File: src/rtl/lfba_pkg.sv
// Shared types and constants of the lowest-free block allocator.
// Depends on nothing; imported by every module of the block.
`default_nettype none
package lfba_pkg;

  localparam int unsigned OFF_W           = 14;
  localparam int unsigned ST_W            = 2;
  localparam int unsigned ROW_BITS        = 16;
  localparam int unsigned NUM_BLOCKS_DEF  = 256;
  localparam int unsigned BLOCK_BYTES_DEF = 64;

  localparam logic CMD_ALLOC = 1'b0;
  localparam logic CMD_FREE  = 1'b1;

  localparam logic [ST_W-1:0] ST_OK           = 2'd0;
  localparam logic [ST_W-1:0] ST_EXHAUSTED    = 2'd1;
  localparam logic [ST_W-1:0] ST_BAD_OFFSET   = 2'd2;
  localparam logic [ST_W-1:0] ST_ALREADY_FREE = 2'd3;

  typedef struct packed {
    logic             start;
    logic [OFF_W-1:0] dividend;
  } div_req_t;

  typedef struct packed {
    logic             done;
    logic [OFF_W-1:0] quot;
    logic [OFF_W-1:0] rem;
  } div_rsp_t;

endpackage
`default_nettype wire

File: src/rtl/lfba_div.sv
// Reciprocal divider of a byte offset by the fixed block size.
// Depends on lfba_pkg; the product is registered, then quotient and remainder are registered from it.
`default_nettype none
module lfba_div
  import lfba_pkg::*;
#(
  parameter int unsigned BLOCK_BYTES = BLOCK_BYTES_DEF
) (
  input  wire logic     clk_i,
  input  wire logic     rst_ni,
  input  wire div_req_t req_i,
  output div_rsp_t      rsp_o
);

  localparam int unsigned SHIFT = OFF_W + $clog2(BLOCK_BYTES);
  localparam int unsigned RCP_W = OFF_W + 1;
  localparam int unsigned MUL_W = OFF_W + RCP_W;
  localparam logic [RCP_W-1:0] RCP =
    RCP_W'(((64'd1 << SHIFT) + 64'(BLOCK_BYTES) - 64'd1) / 64'(BLOCK_BYTES));
  localparam logic [OFF_W-1:0] DIVISOR = OFF_W'(BLOCK_BYTES);

  logic             busy_q;
  logic             done_q;
  logic [OFF_W-1:0] dvd_q;
  logic [MUL_W-1:0] mul_q, mul_d;
  logic [OFF_W-1:0] quo_q, quo_d;
  logic [OFF_W-1:0] rem_q, rem_d;

  assign mul_d = MUL_W'(req_i.dividend) * MUL_W'(RCP);
  assign quo_d = OFF_W'(mul_q >> SHIFT);
  assign rem_d = dvd_q - (quo_d * DIVISOR);

  always_ff @(posedge clk_i or negedge rst_ni) begin
    if (!rst_ni) begin
      busy_q <= 1'b0;
      done_q <= 1'b0;
    end else begin
      busy_q <= req_i.start;
      done_q <= busy_q;
    end
  end

  always_ff @(posedge clk_i) begin
    if (req_i.start) begin
      dvd_q <= req_i.dividend;
      mul_q <= mul_d;
    end
    if (busy_q) begin
      quo_q <= quo_d;
      rem_q <= rem_d;
    end
  end

  assign rsp_o.done = done_q;
  assign rsp_o.quot = quo_q;
  assign rsp_o.rem  = rem_q;

endmodule
`default_nettype wire

File: src/rtl/lfba_map_ram.sv
// Free map store: rows of sixteen free bits, one write and one registered read port.
// Depends on lfba_pkg; a row never written reads as all free.
`default_nettype none
module lfba_map_ram
  import lfba_pkg::*;
#(
  parameter int unsigned ROWS  = 16,
  parameter int unsigned ROW_W = 4
) (
  input  wire logic                clk_i,
  input  wire logic                rst_ni,
  input  wire logic                we_i,
  input  wire logic [ROW_W-1:0]    waddr_i,
  input  wire logic [ROW_BITS-1:0] wdata_i,
  input  wire logic [ROW_W-1:0]    raddr_i,
  output logic [ROW_BITS-1:0]      rdata_o
);

  logic [ROW_BITS-1:0] mem [ROWS];
  logic [ROWS-1:0]     vld_q;
  logic [ROW_BITS-1:0] rdata_q;
  logic                rvld_q;

  always_ff @(posedge clk_i) begin
    if (we_i) begin
      mem[waddr_i] <= wdata_i;
    end
    rdata_q <= mem[raddr_i];
  end

  always_ff @(posedge clk_i or negedge rst_ni) begin
    if (!rst_ni) begin
      vld_q  <= '0;
      rvld_q <= 1'b0;
    end else begin
      if (we_i) begin
        vld_q[waddr_i] <= 1'b1;
      end
      rvld_q <= vld_q[raddr_i];
    end
  end

  assign rdata_o = rvld_q ? rdata_q : '1;

endmodule
`default_nettype wire

File: src/rtl/lowest_free_block_allocator_core.sv
// Lowest-free fixed-size block allocator: sequencer, free map store and offset divider.
// Depends on lfba_pkg, lfba_map_ram and lfba_div.
//
// Use: one command beat on the input channel (cmd_i, free_offset_i) gives one
// result beat on the output channel (status_o, block_offset_o).
// An allocate scans the free map one sixteen-block row per cycle through the
// single read port of the map store, from the lowest row up; it stops at the
// first row that holds a free block, or after the last row when the pool is
// exhausted.
// A free divides the offset by BLOCK_BYTES in a registered reciprocal multiply,
// then, for a good offset, reads one map row and writes it unless already free.
// One command is in work at a time; in_ready_o is high only while idle, so
// a new command is taken only after the previous one has finished.
// The result sits in an output register, so the next command is taken while
// it waits; a stalled receiver holds the result and blocks only the finish of
// the following command.
// Reset marks every block free at once through per-row valid flags; no
// clearing pass is needed and in_ready_o is high as soon as reset is released.
`default_nettype none
module lowest_free_block_allocator_core
  import lfba_pkg::*;
#(
  parameter int unsigned NUM_BLOCKS  = NUM_BLOCKS_DEF,
  parameter int unsigned BLOCK_BYTES = BLOCK_BYTES_DEF
) (
  input  wire logic             clk_i,
  input  wire logic             rst_ni,
  input  wire logic             in_valid_i,
  output logic                  in_ready_o,
  input  wire logic             cmd_i,
  input  wire logic [OFF_W-1:0] free_offset_i,
  output logic                  out_valid_o,
  input  wire logic             out_ready_i,
  output logic [ST_W-1:0]       status_o,
  output logic [OFF_W-1:0]      block_offset_o
);

  localparam int unsigned ROWS   = (NUM_BLOCKS + ROW_BITS - 1) / ROW_BITS;
  localparam int unsigned ROW_W  = (ROWS > 1) ? $clog2(ROWS) : 1;
  localparam int unsigned BIT_W  = $clog2(ROW_BITS);
  localparam int unsigned BIX_W  = ROW_W + BIT_W;
  localparam int unsigned PROD_W = BIX_W + OFF_W;
  localparam int unsigned LAST_N = NUM_BLOCKS - (ROWS - 1) * ROW_BITS;
  localparam logic [ROW_BITS-1:0] LAST_MASK = ROW_BITS'((33'(1) << LAST_N) - 33'(1));

  localparam logic [2:0] S_IDLE = 3'd0;
  localparam logic [2:0] S_SCAN = 3'd1;
  localparam logic [2:0] S_DIV  = 3'd2;
  localparam logic [2:0] S_FRD  = 3'd3;
  localparam logic [2:0] S_FCHK = 3'd4;
  localparam logic [2:0] S_FIN  = 3'd5;

  logic [2:0]          state_q, state_d;
  logic                cmd_q, cmd_d;
  logic [ROW_W:0]      addr_q, addr_d;
  logic [ROW_W-1:0]    crow_q, crow_d;
  logic                chk_q, chk_d;
  logic [ST_W-1:0]     st_q, st_d;
  logic [BIX_W-1:0]    bix_q, bix_d;
  logic                out_valid_q, out_valid_d;
  logic [ST_W-1:0]     out_st_q, out_st_d;
  logic [OFF_W-1:0]    out_off_q, out_off_d;

  logic                we;
  logic [ROW_W-1:0]    waddr;
  logic [ROW_BITS-1:0] wdata;
  logic [ROW_W-1:0]    raddr;
  logic [ROW_BITS-1:0] rdata;
  logic [ROW_BITS-1:0] masked;
  logic [BIT_W-1:0]    low_bit;
  logic [PROD_W-1:0]   prod;
  logic                in_acc;
  div_req_t            div_req;
  div_rsp_t            div_rsp;

  lfba_map_ram #(
    .ROWS  (ROWS),
    .ROW_W (ROW_W)
  ) u_map (
    .clk_i   (clk_i),
    .rst_ni  (rst_ni),
    .we_i    (we),
    .waddr_i (waddr),
    .wdata_i (wdata),
    .raddr_i (raddr),
    .rdata_o (rdata)
  );

  lfba_div #(
    .BLOCK_BYTES (BLOCK_BYTES)
  ) u_div (
    .clk_i  (clk_i),
    .rst_ni (rst_ni),
    .req_i  (div_req),
    .rsp_o  (div_rsp)
  );

  assign in_ready_o = (state_q == S_IDLE);
  assign in_acc     = in_valid_i && in_ready_o;

  assign div_req.start    = in_acc && (cmd_i == CMD_FREE);
  assign div_req.dividend = free_offset_i;

  assign masked = (crow_q == ROW_W'(ROWS - 1)) ? (rdata & LAST_MASK) : rdata;

  always_comb begin
    low_bit = '0;
    for (int b = ROW_BITS - 1; b >= 0; b--) begin
      if (masked[b]) begin
        low_bit = BIT_W'(b);
      end
    end
  end

  assign prod  = PROD_W'(bix_q) * PROD_W'(BLOCK_BYTES);
  assign raddr = (state_q == S_SCAN) ? addr_q[ROW_W-1:0] : bix_q[BIX_W-1:BIT_W];

  always_comb begin
    state_d     = state_q;
    cmd_d       = cmd_q;
    addr_d      = addr_q;
    crow_d      = crow_q;
    chk_d       = 1'b0;
    st_d        = st_q;
    bix_d       = bix_q;
    out_valid_d = out_valid_q;
    out_st_d    = out_st_q;
    out_off_d   = out_off_q;
    we          = 1'b0;
    waddr       = bix_q[BIX_W-1:BIT_W];
    wdata       = rdata;

    if (out_valid_q && out_ready_i) begin
      out_valid_d = 1'b0;
    end

    unique case (state_q)
      S_IDLE: begin
        if (in_acc) begin
          cmd_d  = cmd_i;
          addr_d = '0;
          if (cmd_i == CMD_ALLOC) begin
            state_d = S_SCAN;
          end else begin
            state_d = S_DIV;
          end
        end
      end
      S_SCAN: begin
        if (chk_q && (masked != '0)) begin
          we      = 1'b1;
          waddr   = crow_q;
          wdata   = rdata & ~(ROW_BITS'(1) << low_bit);
          bix_d   = {crow_q, low_bit};
          st_d    = ST_OK;
          state_d = S_FIN;
        end else if (chk_q && (crow_q == ROW_W'(ROWS - 1))) begin
          st_d    = ST_EXHAUSTED;
          state_d = S_FIN;
        end else if (addr_q < (ROW_W + 1)'(ROWS)) begin
          chk_d  = 1'b1;
          crow_d = addr_q[ROW_W-1:0];
          addr_d = addr_q + (ROW_W + 1)'(1);
        end
      end
      S_DIV: begin
        if (div_rsp.done) begin
          if ((div_rsp.rem != '0) || (div_rsp.quot >= OFF_W'(NUM_BLOCKS))) begin
            st_d    = ST_BAD_OFFSET;
            state_d = S_FIN;
          end else begin
            bix_d   = div_rsp.quot[BIX_W-1:0];
            state_d = S_FRD;
          end
        end
      end
      S_FRD: begin
        state_d = S_FCHK;
      end
      S_FCHK: begin
        if (rdata[bix_q[BIT_W-1:0]]) begin
          st_d = ST_ALREADY_FREE;
        end else begin
          we   = 1'b1;
          wdata = rdata | (ROW_BITS'(1) << bix_q[BIT_W-1:0]);
          st_d = ST_OK;
        end
        state_d = S_FIN;
      end
      S_FIN: begin
        if (!out_valid_q || out_ready_i) begin
          out_valid_d = 1'b1;
          out_st_d    = st_q;
          if ((cmd_q == CMD_ALLOC) && (st_q == ST_OK)) begin
            out_off_d = prod[OFF_W-1:0];
          end else begin
            out_off_d = '0;
          end
          state_d = S_IDLE;
        end
      end
      default: begin
        state_d = S_IDLE;
      end
    endcase
  end

  always_ff @(posedge clk_i or negedge rst_ni) begin
    if (!rst_ni) begin
      state_q     <= S_IDLE;
      chk_q       <= 1'b0;
      addr_q      <= '0;
      out_valid_q <= 1'b0;
    end else begin
      state_q     <= state_d;
      chk_q       <= chk_d;
      addr_q      <= addr_d;
      out_valid_q <= out_valid_d;
    end
  end

  always_ff @(posedge clk_i) begin
    cmd_q     <= cmd_d;
    crow_q    <= crow_d;
    st_q      <= st_d;
    bix_q     <= bix_d;
    out_st_q  <= out_st_d;
    out_off_q <= out_off_d;
  end

  assign out_valid_o    = out_valid_q;
  assign status_o       = out_st_q;
  assign block_offset_o = out_off_q;

endmodule
`default_nettype wire

File: config.mk
export PLATFORM = sky130hd
export DESIGN_NAME = lowest_free_block_allocator_core
export DESIGN_NICKNAME = d
export VERILOG_FILES = /design/src/rtl/lfba_pkg.sv /design/src/rtl/lfba_div.sv /design/src/rtl/lfba_map_ram.sv /design/src/rtl/lowest_free_block_allocator_core.sv
export SDC_FILE = /design/constraint.sdc
export NUM_CORES = 1
export LEC_CHECK = 0
export BUFFER_PORTS_ARGS = -buffer_cell sky130_fd_sc_hd__buf_2
export CORE_MARGIN = 2
export CORE_UTILIZATION = 35
export CTS_CLUSTER_DIAMETER = 80
export DETAILED_ROUTE_END_ITERATION = 6
export GPL_ROUTABILITY_DRIVEN = 1
export RECOVER_POWER = 50
export SLEW_MARGIN = 15
export SYNTH_ARGS = -nofsm -noshare
export SYNTH_HDL_FRONTEND = slang
export SYNTH_HIERARCHICAL = 1
export SYNTH_SLANG_ARGS = --single-unit
File: constraint.sdc
create_clock -name clk_i -period 5.1 [get_ports clk_i]
set_clock_uncertainty 0.2 [all_clocks]
set_input_delay 1.53 -clock clk_i [delete_from_list [all_inputs] [get_ports clk_i]]
set_output_delay 1.53 -clock clk_i [all_outputs]
set_load 0.05 [all_outputs]
== Word level (Yosys, flattened, before mapping) ==
Memory sizes are Yosys's and may differ from the RTL's. A register that Yosys moved wholly into a read port is not among the register bits.
Index checks and enable logic that the tools add are counted.

* Register bits: 96
* Bits in writable memories: 256
* Input bits: 19
* Output and inout port bits: 18
* Memories kept: 1

* $add $sub $neg: 2
* Order comparisons: 6
* Equality and inequality tests: 16
* Shift operators: 2
* Multiplexer cells: 64
* Bitwise operators: 7
* Reduce and logical (&&, ||, !) cells: 24

{| class="wikitable"
|+ Memories
! name !! words !! width !! rd ports !! clocked after memory_dff !! write ports !! RTL line !! RTL
|-
| u_map.mem || 16 || 16 || 1 || 1 || 1 || lfba_map_ram.sv:19 || <nowiki>logic [ROW_BITS-1:0] mem [ROWS];</nowiki>
|}

{| class="wikitable"
|+ Operator list
! cell !! count
|-
| $mux W4 || 19
|-
| $mux W16 || 3
|-
| $or A16 B16 Y16 || 2
|-
| $pmux W16 S2 || 1
|-
| $shl A1 B4 Y16 const A || 2
|-
| $mux W8 || 3
|-
| $mux W5 || 4
|-
| $mux W3 || 6
|-
| $pmux W3 S6 || 1
|-
| $and A16 B16 Y16 || 1
|-
| $not A16 Y16 || 1
|-
| $pmux W8 S2 || 1
|-
| $reduce_and A4 Y1 || 4
|-
| $reduce_bool A16 Y1 || 1
|-
| $lt A4 B5 Y1 const B || 3
|-
| $mux W1 || 14
|-
| $reduce_bool A14 Y1 || 1
|-
| $sub A14 B14 Y14 || 1
|-
| $mux W2 || 6
|-
| $ne A2 B2 Y1 const B || 5
|-
| $pmux W5 S2 || 1
|-
| $ge A8 B9 Y1 const B || 1
|-
| $bmux W1 S4 || 2
|-
| $ne A2 B1 Y1 const B || 4
|-
| 21 further kinds || 34
|}

== Longest topological paths before layout ==
Gate-level depths: netlist of run 1.

* Depth in word-level cells: 22
* Gate-level depth with buffers: 10
* Depth with buffers taken out: 9

== Modules after synthesis ==
Netlist of run 1, hierarchy kept.

{| class="wikitable"
|+ By module, submodules not included
! module !! instances !! cells an instance !! area an instance (µm²) !! seq. area each (µm²)
|-
| lfba_map_ram || 1 || 491 || 10796.6 || 8433.1
|-
| lowest_free_block_allocator_core || 1 || 278 || 2531.2 || 1001.0
|-
| lfba_div || 1 || 46 || 1007.2 || 890.9
|}

== Worst setup path before layout of run 1 ==
No wires, ideal clock.

* Path type: register to register
* From: register u_map.rvld_q
* To: memory u_map.mem[0][0] (enable)
* Arrival: 3787 ps
* Required time: 4489 ps
* Slack: 703 ps
* Stages on the path, launching flop included: 10
* Period minus slack after synthesis: 4397 ps
* Cell sequence: dfrtp_1 clkbuf_1 nand2b_1 mux4_2 nor2_1 a311oi_1 or3_1 a31oi_1 or3b_2 nor3_1

* Cells in the longest elaborated chain, start to end: 7
* Elaborated cells between the ends (all ways): 12
* Classes of those cells: 10 x mux; 2 x reduce/logical

{| class="wikitable"
|+ Ends and longest elaborated chain
! what !! RTL line !! RTL
|-
| start, declared || lfba_map_ram.sv:22 || <nowiki>logic rvld_q;</nowiki>
|-
| start signal, assigned || lfba_map_ram.sv:39 || <nowiki>rvld_q <= vld_q[raddr_i];</nowiki>
|-
| $mux W16 (*) || lfba_map_ram.sv:43 || <nowiki>assign rdata_o = rvld_q ? rdata_q : '1;</nowiki>
|-
| via masked[11] || lowest_free_block_allocator_core.sv:69 || <nowiki>logic [ROW_BITS-1:0] masked;</nowiki>
|-
| $bmux W1 S4 / $reduce_bool A16 Y1 (equally long branches) || lowest_free_block_allocator_core.sv:181, lowest_free_block_allocator_core.sv:150 ||
|-
| $mux W1 (not written as such) / $logic_and A1 B1 Y1 (equally long branches) || lowest_free_block_allocator_core.sv:181, lowest_free_block_allocator_core.sv:150 ||
|-
| $mux W1 (on tied branches) || lowest_free_block_allocator_core.sv:181, lowest_free_block_allocator_core.sv:150 ||
|-
| $pmux W1 S2 (*) || lowest_free_block_allocator_core.sv:137 || <nowiki>unique case (state_q)</nowiki>
|-
| via we || lowest_free_block_allocator_core.sv:64 || <nowiki>logic we;</nowiki>
|-
| $mux W1 (*) || lfba_map_ram.sv:25 || <nowiki>if (we_i) begin</nowiki>
|-
| $mux W1 (not written as such) (*) || lfba_map_ram.sv:26 || <nowiki>mem[waddr_i] <= wdata_i;</nowiki>
|-
| end, declared || lfba_map_ram.sv:19 ||
|}

Mark *: on every way through the listed nets, which the timed path passes. The rest lies on a longest branch. The select of a mux whose other input is x is not followed.

== Final worst setup path of run 1 ==
* From: register state_q[2]
* To: register u_map.rdata_q[12] (read register of u_map.mem)

* Cells in the longest elaborated chain, start to end: 2

{| class="wikitable"
|+ Ends and longest elaborated chain
! what !! RTL line !! RTL
|-
| start, declared || lowest_free_block_allocator_core.sv:53 || <nowiki>logic [2:0] state_q, state_d;</nowiki>
|-
| start signal, assigned || lowest_free_block_allocator_core.sv:215 || <nowiki>state_q <= state_d;</nowiki>
|-
| $eq A3 B1 Y1 || lowest_free_block_allocator_core.sv:116 || <nowiki>assign raddr = (state_q == S_SCAN) ? addr_q[ROW_W-1:0] : bix_q[BIX_W-1:BIT_W];</nowiki>
|-
| $mux W4 || lowest_free_block_allocator_core.sv:116 ||
|-
| via raddr[0] || lowest_free_block_allocator_core.sv:67 || <nowiki>logic [ROW_W-1:0] raddr;</nowiki>
|-
| end, declared || lfba_map_ram.sv:21 || <nowiki>logic [ROW_BITS-1:0] rdata_q;</nowiki>
|}

The timed path passes the listed nets, and every way through them passes these cells.
A chain may end at the register's enable or synchronous reset.

==> flow_summary.yaml, run 1 <==
clock_tree:
  ctsRootBufferMaster: "clkbuf_16"
  clk_pin_slew_ps: 60
  clockBufferDepth: 3
  cts_tree: "built"
  numCtsBuffers: 38
  insertion_delay_ps: 530
  h-tree-depth: 2
  hold_buffers: 0
  clock-sinks: 354
  cts-resized-gates: 0
  cts_setup_buffers: 0
grt:
  grt_overflow: 0
  grt_pass1_wl_mm: 47.67
  grtUsageTotal_pct: 15.05
  grt_pass1_vias: 7677
  grt_max_degree: 48
  antenna_found_initial: 0
placement:
  dp_slack_ps: 768.0
  postPlaceCellArea_um2: 15200
  hpwl_mm: 20.26
  gp_congestion: 0.8866
  dp_cells: 1371
  portBuffers: 30
finish:
  finalCoreUtilization_pct: 40.00
  area_growth_pct: 13.41
  final_common_cell: "edfxtp_1"
  seqCellArea_um2: 10320
  final_nets: 899
  n_antenna_cell: 0
  fin_cells: 1440
  layout_common_cells: "309 x edfxtp_1, 70 x mux4_2, 52 x nand2_1"
  drive_gt1_share_pct: 23.68
  n_fill_cell: 3662
  stdcell_area_um2: 16260
  multi_input_area_um2: 3694
setup_path:
  cp.arrival_ps: 4700
  r2r_end: "u_map/rdata_q[12]$_DFF_P_"
  path_delay_family: "multiplexers"
  critPathKind: "flop to flop"
  cp_slowest_cell: "clkbuf_1"
  crit_required_ps: 5280
  slowest_delay_ps: 990
  path_cells: "or3b_2, mux2_1, clkbuf_1, mux4_2, a22oi_1, nand2_1"
  cp_max_fo: 17
  cp-end-kind: "flop"
  rrSetupSlack_ps: 580
  timing.rr.start: "state_q[2]$_DFFE_PN0P_"
  path_buf_inv: 1
  start_kind: "flop"
  reg2reg_depth: 6
sta:
  final_max_slew_viol_count: 30
  relSlewSlack_pct: -28.48
  fmax_mhz: 221.2
  tns_ps: 0
  period_minus_slack_ps: 4520
  worst_pin_slew_ps: 1927
  hold_viol: 0
  worst_slack_ps: 580.2
  setup_violations: 0
  post-route-period-util_pct: 88.62
  hold_ws_ps: 216.5
  rsz0062_at_grt: "no"
logic_synthesis:
  synth_area_um2: 14330
  yosysWarnings: 6
  synthCells: 815
  ys_seq_elements: 354
  syn_area_per_cell_um2: 17.59
  async_reset_ff_share_pct: 8.192
  synthDistinctLibCells: 63
  ys_seq_area_share_pct: 72.03
  synth-edff-count: 309
  synth_ff_type: "edfxtp_1"
route:
  drc: 0
  wl_per_cell_um: 21.59
  drtPass1Iterations: 5
  vias: 7513
  drt-total-wl_mm: 31.09
  ant_nets: 0
  drtIter0Drc: 681
  via_per_inst: 5.217
outcome:
  violations: "capacitance limit, slew limit"
  status: "finished, violations left"
worst_hold_path:
  hold_end: "u_div/quo_q[0]$_DFFE_PP_"
  hp-class: "flop to flop"
  min_from: "u_div/mul_q[20]$_DFFE_PP_"
  min_path_cells: 0
die:
  core_um2: 40650
  die_y_um: 206.4
  dieArea_um2: 42590
  fp-row-count: 74
  start_util_pct: 35.27
  die_w_um: 206.4
  ioPinCount: 37
flow_run:
  drv_cap: 1
power_and_ir_drop:
  power_mw: 8.654
  leakagePower_nw: 5.460
  peakVddDrop_mv: 0.2708
  power_density_nw_per_um2: 532.3
-- state kept, by name, indices dropped and copies added (netlist names), 2 cells and up --
signal          cells
u_map/vld_q        16
block_offset_o      8
u_div/mul_q        14
u_map/rdata_q      16
u_map/mem         256
bix_q               8
status_o            2
addr_q              5
st_q                2
u_div/quo_q         8
u_div/rem_q         6
crow_q              4
state_q             3
-- cells by family (layout without fill, tap and decap cells) --
kind of cell	count (synthesis)	in the layout	share of synthesized area (%)
adders and majority gates	1	1	0.08727
DFF	354	354	72.03
other	2	20	0.05239
buffers and inverters	69	144	2.880
muxes	86	86	12.30
AOI/OAI and AO/OA	98	98	5.106
and+or+nand+nor	205	205	7.550
-- layout make-up --
cell class / count / area share, %
clock buffer: 55 / 6.496
sequential: 354 / 63.51
multi-input combinational: 410 / 22.72
clock inverter: 14 / 0.6003
tap: 532 / 4.095
timing repair buffer: 64 / 2.324
inverter: 11 / 0.2540
-- synth_stat cells, types with 3 or more instances --
cell      instances  area [um2]
a21o_1            4       30.03
a21oi_1          11       55.05
a22oi_1          29       217.7
a22oi_2           5       62.56
and2_1           11       68.82
and3_1            5       31.28
buf_2            10       50.05
buf_4            22       165.2
clkbuf_1         19       71.32
dfrtp_1          29       725.7
dfxtp_1          16       320.3
edfxtp_1        309        9279
inv_1            11       41.29
mux2_2            8       90.09
mux2i_1           7       70.07
mux4_2           70        1577
nand2_1          51       191.4
nand2b_1         23       143.9
nand3_1          12       60.06
nand3b_1          3       22.52
nor2_1           37       138.9
nor2b_1           4       25.02
nor3_1           16       80.08
nor4_1            9       56.30
o21ai_0          19       95.09
o31ai_1           4       30.03
o41ai_1           3       26.28
or2_2            17       106.4
or3b_2            3       26.28
or4_4             3       33.78
-- worst max-delay path by stage --
stage	from	cells past startpoint	endpoint	slack (ps)
final	state_q[2]$_DFFE_PN0P_	6	u_map/rdata_q[12]$_DFF_P_	580
after global routing	state_q[2]$_DFFE_PN0P_	6	u_map/rdata_q[14]$_DFF_P_	270
after CTS	u_map/rvld_q$_DFF_PN0_	7	u_map/mem[1][3]$_DFFE_PP_	760
after detailed placement	u_map/rvld_q$_DFF_PN0_	7	u_map/mem[1][10]$_DFFE_PP_	770
after global placement	u_map/rvld_q$_DFF_PN0_	8	u_map/mem[1][12]$_DFFE_PP_	870
after floorplan	u_map/rvld_q$_DFF_PN0_	9	u_map/mem[0][0]$_DFFE_PP_	700
-- metal layers --
layer / wire length (um) / global-route usage (%) / vias up / share of wire, %
li1: - / - / 3325 / -
met4: 697 / 4.643 / 0 / 2.2
met3: 1583 / 2.476 / 52 / 5.1
met5: 0 / 0 / - / 0
met2: 14860 / 23.89 / 215 / 48
met1: 13950 / 21.25 / 3921 / 45
-- power breakdown --
part	leakage (nW)	internal, mW	switching [mW]
sequential	3.36	3.58	0.181
combinational	1.54	0.933	1.40
clock	0.559	1.49	1.07
(Power assumes the default switching activity.)
==> run 2, diff against run 1 <==
Settings changed: CTS_BUF_LIST set to sky130_fd_sc_hd__clkbuf_8.
==> run 2 against run 1 <==
Effect of this change: the run still ends with capacitance limit, slew limit left; combinational power is essentially flat; clock-buffer cell count grew 9; non-clock buffer count is the same; global-route usage grew 0.26 points; die area is the same; critical endpoint is now u_map/rdata_q[14]$_DFF_P_; first-iteration DRC count grew 3.4%; sequential power is essentially flat; critical path type unchanged.
==> flow_summary.yaml, run 2 (synthesis gave the netlist of run 1 again) <==
outcome:
  status: "finished, violations left"
  violations: "capacitance limit, slew limit"
sta:
  hold_viol: 0
  post-route-period-util_pct: 88.13
  worst_pin_slew_ps: 1930
  tns_ps: 0
  fmax_mhz: 222.5
  rsz0062_at_grt: "no"
  period_minus_slack_ps: 4495
  hold_ws_ps: 218.5
  worst_slack_ps: 605.4
  setup_violations: 0
  relSlewSlack_pct: -28.64
  final_max_slew_viol_count: 30
finish:
  n_fill_cell: 3715
  layout_common_cells: "309 x edfxtp_1, 70 x mux4_2, 64 x clkbuf_8"
  area_growth_pct: 13.16
  finalCoreUtilization_pct: 39.91
  final_common_cell: "edfxtp_1"
  drive_gt1_share_pct: 25.32
  largest_register_ffs: 256
  fin_cells: 1480
  stdcell_area_um2: 16220
  top_register: "u_map/mem"
  n_antenna_cell: 0
  final_nets: 919
  top_regs: "u_map/mem: 256 flops, u_map/rdata_q: 16 flops, u_map/vld_q: 16 flops"
die:
  die_w_um: 206.4
  dieArea_um2: 42590
  die_y_um: 206.4
  fp-row-count: 74
  core_um2: 40650
  start_util_pct: 35.27
  ioPinCount: 37
route:
  via_per_inst: 5.139
  drtIter0Drc: 704
  ant_nets: 0
  vias: 7606
  drc: 0
  drtPass1Iterations: 7
  wl_per_cell_um: 21.36
  drt-total-wl_mm: 31.61
flow_run:
  drv_cap: 1
power_and_ir_drop:
  peakVddDrop_mv: 0.2076
  power_density_nw_per_um2: 522.0
  switching_share_pct: 31.93
  leakagePower_nw: 5.540
  clkPwrFrac_pct: 27.9
  p_seq_share_pct: 44.5
  combPwrFrac_pct: 27.6
  p_int_mw: 5.764
  power_mw: 8.468
  p_sw_mw: 2.704
setup_path:
  cp_max_fo: 17
  path_cells: "or3b_2, mux2_1, clkbuf_1, mux4_2, a22oi_1, nand2_1"
  cp-end-kind: "flop"
  start_kind: "flop"
  critPathKind: "flop to flop"
  crit_required_ps: 5380
  path_buf_inv: 1
  slowest_delay_ps: 1000
  path_delay_family: "multiplexers"
  rrSetupSlack_ps: 610
  cp_slowest_cell: "clkbuf_1"
  cp.arrival_ps: 4780
clock_tree:
  hold_buffers: 0
  clockBufferDepth: 3
  insertion_delay_ps: 620
  clk_pin_slew_ps: 60
  cts_tree: "built"
  ctsRootBufferMaster: "clkbuf_8"
  numCtsBuffers: 58
  h-tree-depth: 2
  cts_setup_buffers: 0
  cts-resized-gates: 0
  clock-sinks: 354
worst_hold_path:
  hp-class: "flop to flop"
placement:
  postPlaceCellArea_um2: 15200
  dp_cells: 1371
  hpwl_mm: 20.26
  dp_slack_ps: 768.0
  portBuffers: 30
  gp_congestion: 0.8866
grt:
  grtUsageTotal_pct: 15.31
  grt_pass1_wl_mm: 48.42
  antenna_found_initial: 0
  grt_overflow: 0
  grt_max_degree: 48
  grt_pass1_vias: 7928
==> run 2: cell count changes in the layout (fill, tap and decap cells not counted), sizes merged <==
cell    previous run  this run
bufinv             1         2
clkbuf            80        89
clkinv            11        23
inv               12        30
==> run 2: worst reg2reg max path: cells and delay by family, from the launching register on <==
kind	cells	cell delay, ps
AND/OR/NAND/NOR	2	760
buffers and inverters	1	1000
multiplexers	2	1430
AO/OA/AOI/OAI	1	400
flip-flops	1	580
==> run 2: per-layer routing <==
layer / GRT usage (%) / vias to the layer above / wire [um]
met5: 0 / - / 0
met4: 4.872 / 0 / 581
met3: 3.059 / 45 / 1914
met2: 24.44 / 254 / 15140
met1: 21.08 / 3928 / 13980
li1: - / 3379 / -
==> run 2: final timing paths <==
path	cells past startpoint	end	from
min in group asynchronous	1	u_map/vld_q[14]$_DFFE_PN0P_	rst_ni
max reg2reg	6	u_map/rdata_q[14]$_DFF_P_	state_q[2]$_DFFE_PN0P_
max	6	u_map/rdata_q[14]$_DFF_P_	state_q[2]$_DFFE_PN0P_
min reg2reg	0	u_div/quo_q[0]$_DFFE_PP_	u_div/mul_q[20]$_DFFE_PP_
min	0	u_div/quo_q[0]$_DFFE_PP_	u_div/mul_q[20]$_DFFE_PP_
max in group asynchronous	1	u_map/vld_q[6]$_DFFE_PN0P_	rst_ni
==> run 2: area by class of cell <==
type / count / area (um2) / share of cell area, %
clock buffer: 64 / 880.8 / 5.430
clock inverter: 45 / 240.2 / 1.481
inverter: 11 / 41.29 / 0.2545
multi-input combinational: 410 / 3694 / 22.77
sequential: 354 / 10320 / 63.65
tap: 532 / 665.6 / 4.103
timing repair buffer: 64 / 375.4 / 2.314
==> run 2: power by group through the flow <==
stage	clock [mW]	combinational, mW	sequential (mW)
finish	2.37	2.34	3.77
global route	2.57	2.52	3.79
CTS	2.43	2.41	3.76
detailed placement	0	2.41	3.82
global placement	0	2.38	3.82
floorplan	0	1.74	3.80
==> run 3, diff against run 2 <==
Settings changed: CORE_UTILIZATION 35 to 55, PLACE_DENSITY set to 0.72.
==> run 3 against run 2 <==
Effect of this change: the run still ends with capacitance limit, slew limit left; global-route usage grew 7.7 points; final cell count shrank 14%; power down 3.9%; fmax increased by 3.0%; sequential cell count is the same; highest routed layer unchanged; clock power decreased by 14%; cell area decreased by 3.0%; largest cell class unchanged.
==> flow_summary.yaml, run 3 (synthesis gave the netlist of run 1 again) <==
die:
  start_util_pct: 55.48
  die_y_um: 165.4
  fp-row-count: 59
  core_um2: 25840
  die_w_um: 165.4
  ioPinCount: 37
  dieArea_um2: 27370
sta:
  hold_viol: 0
  worst_slack_ps: 738.4
  tns_ps: 0
  post-route-period-util_pct: 85.52
  relSlewSlack_pct: -30.20
  final_max_slew_viol_count: 99
  setup_violations: 0
  worst_pin_slew_ps: 1953
  period_minus_slack_ps: 4362
  rsz0062_at_grt: "no"
  fmax_mhz: 229.3
setup_path:
  start_kind: "flop"
  cp-end-kind: "flop"
  critPathKind: "flop to flop"
  r2r_end: "u_map/mem[1][3]$_DFFE_PP_"
  cp_max_fo: 17
  rrSetupSlack_ps: 740
  crit_required_ps: 5090
  cp.arrival_ps: 4360
  reg2reg_depth: 8
  timing.rr.start: "u_map/rvld_q$_DFF_PN0_"
grt:
  grtUsageTotal_pct: 22.96
  grt_pass1_vias: 7717
  grt_overflow: 0
  antenna_found_initial: 0
  grt_pass1_wl_mm: 45.75
  grt_max_degree: 69
clock_tree:
  cts_setup_buffers: 0
  hold_buffers: 0
  clk_pin_slew_ps: 60
  insertion_delay_ps: 580
  numCtsBuffers: 53
  h-tree-depth: 2
  ctsRootBufferMaster: "clkbuf_8"
  clock-sinks: 354
  cts_tree: "built"
  cts-resized-gates: 0
  clockBufferDepth: 3
placement:
  dp_cells: 1169
  gp_congestion: 0.8633
  hpwl_mm: 19.35
  postPlaceCellArea_um2: 14900
  portBuffers: 30
  dp_slack_ps: 834.0
finish:
  fin_cells: 1267
  stdcell_area_um2: 15730
  layout_common_cells: "309 x edfxtp_1, 70 x mux4_2, 55 x clkbuf_8"
  final_nets: 909
  top_register: "u_map/mem"
  top_regs: "u_map/mem: 256 flops, u_map/rdata_q: 16 flops, u_map/vld_q: 16 flops"
  area_growth_pct: 9.758
  n_antenna_cell: 0
  drive_gt1_share_pct: 24.14
  final_common_cell: "edfxtp_1"
  largest_register_ffs: 256
worst_hold_path:
  hp-class: "flop to flop"
  hold_end: "u_div/rem_q[5]$_DFFE_PP_"
  min_from: "u_div/mul_q[19]$_DFFE_PP_"
  min_path_cells: 0
route:
  drtIter0Drc: 934
  met2WireLength_mm: 14.46
  wl_met1_mm: 12.81
  vias: 7625
  ant_nets: 0
  drc: 0
  drt-total-wl_mm: 30.20
  via_per_inst: 6.018
  routed.top_layer: "met4"
  wl_met3_mm: 2.433
  wl_per_cell_um: 23.83
  drtPass1Iterations: 6
power_and_ir_drop:
  power_density_nw_per_um2: 517.0
  leakagePower_nw: 5.432
  power_mw: 8.135
  peakVddDrop_mv: 0.3936
outcome:
  status: "finished, violations left"
  violations: "capacitance limit, slew limit"
flow_run:
  drv_cap: 2
run 3: worst max-delay path by stage:
stage / endpoint / startpoint
after floorplan: u_map/mem[0][0]$_DFFE_PP_ / u_map/rvld_q$_DFF_PN0_
after global placement: u_map/mem[1][10]$_DFFE_PP_ / u_map/rvld_q$_DFF_PN0_
after detailed placement: u_map/mem[2][13]$_DFFE_PP_ / u_map/rvld_q$_DFF_PN0_
after CTS: u_map/mem[1][6]$_DFFE_PP_ / u_map/rvld_q$_DFF_PN0_
after global routing: u_map/mem[1][14]$_DFFE_PP_ / u_map/rvld_q$_DFF_PN0_
final: u_map/mem[1][3]$_DFFE_PP_ / u_map/rvld_q$_DFF_PN0_
run 3: where the power goes:
part	switching, mW	internal [mW]	total (mW)
clock	1.03	1.00	2.03
combinational	1.37	0.952	2.33
sequential	0.194	3.58	3.78
run 3: worst max-delay path: stages, from the launching register on:
cell and delay (ps):
dfrtp_1 690, nand2b_1 280, mux4_2 530, nor2_1 100, a311oi_1 80, or3_1 370
a31oi_1 420, or3b_2 570, nor2_2 740
run 3: stage by stage:
stage | hold WS (ps) | utilization, %
after floorplan | 200.3 | -
after global placement | 203.3 | 57.66
after detailed placement | 212.4 | 57.66
after CTS | 225.2 | 61.29
after global routing | 239.2 | 60.90
final | 221.5 | 60.90
run 3: routing by layer:
layer / global-route usage [%] / vias to the layer above
met3: 4.071 / 51
met1: 33.42 / 3891
met4: 5.839 / 0
met5: 0 / -
li1: - / 3354
met2: 36.61 / 329
run 3: final cells by class:
cell class | instances | area (um2)
sequential | 354 | 10320
fill | 1880 | 10100
multi-input combinational | 410 | 3674
clock buffer | 55 | 757.0
tap | 335 | 419.2
timing repair buffer | 59 | 336.6
clock inverter | 43 | 181.4
inverter | 11 | 41.29
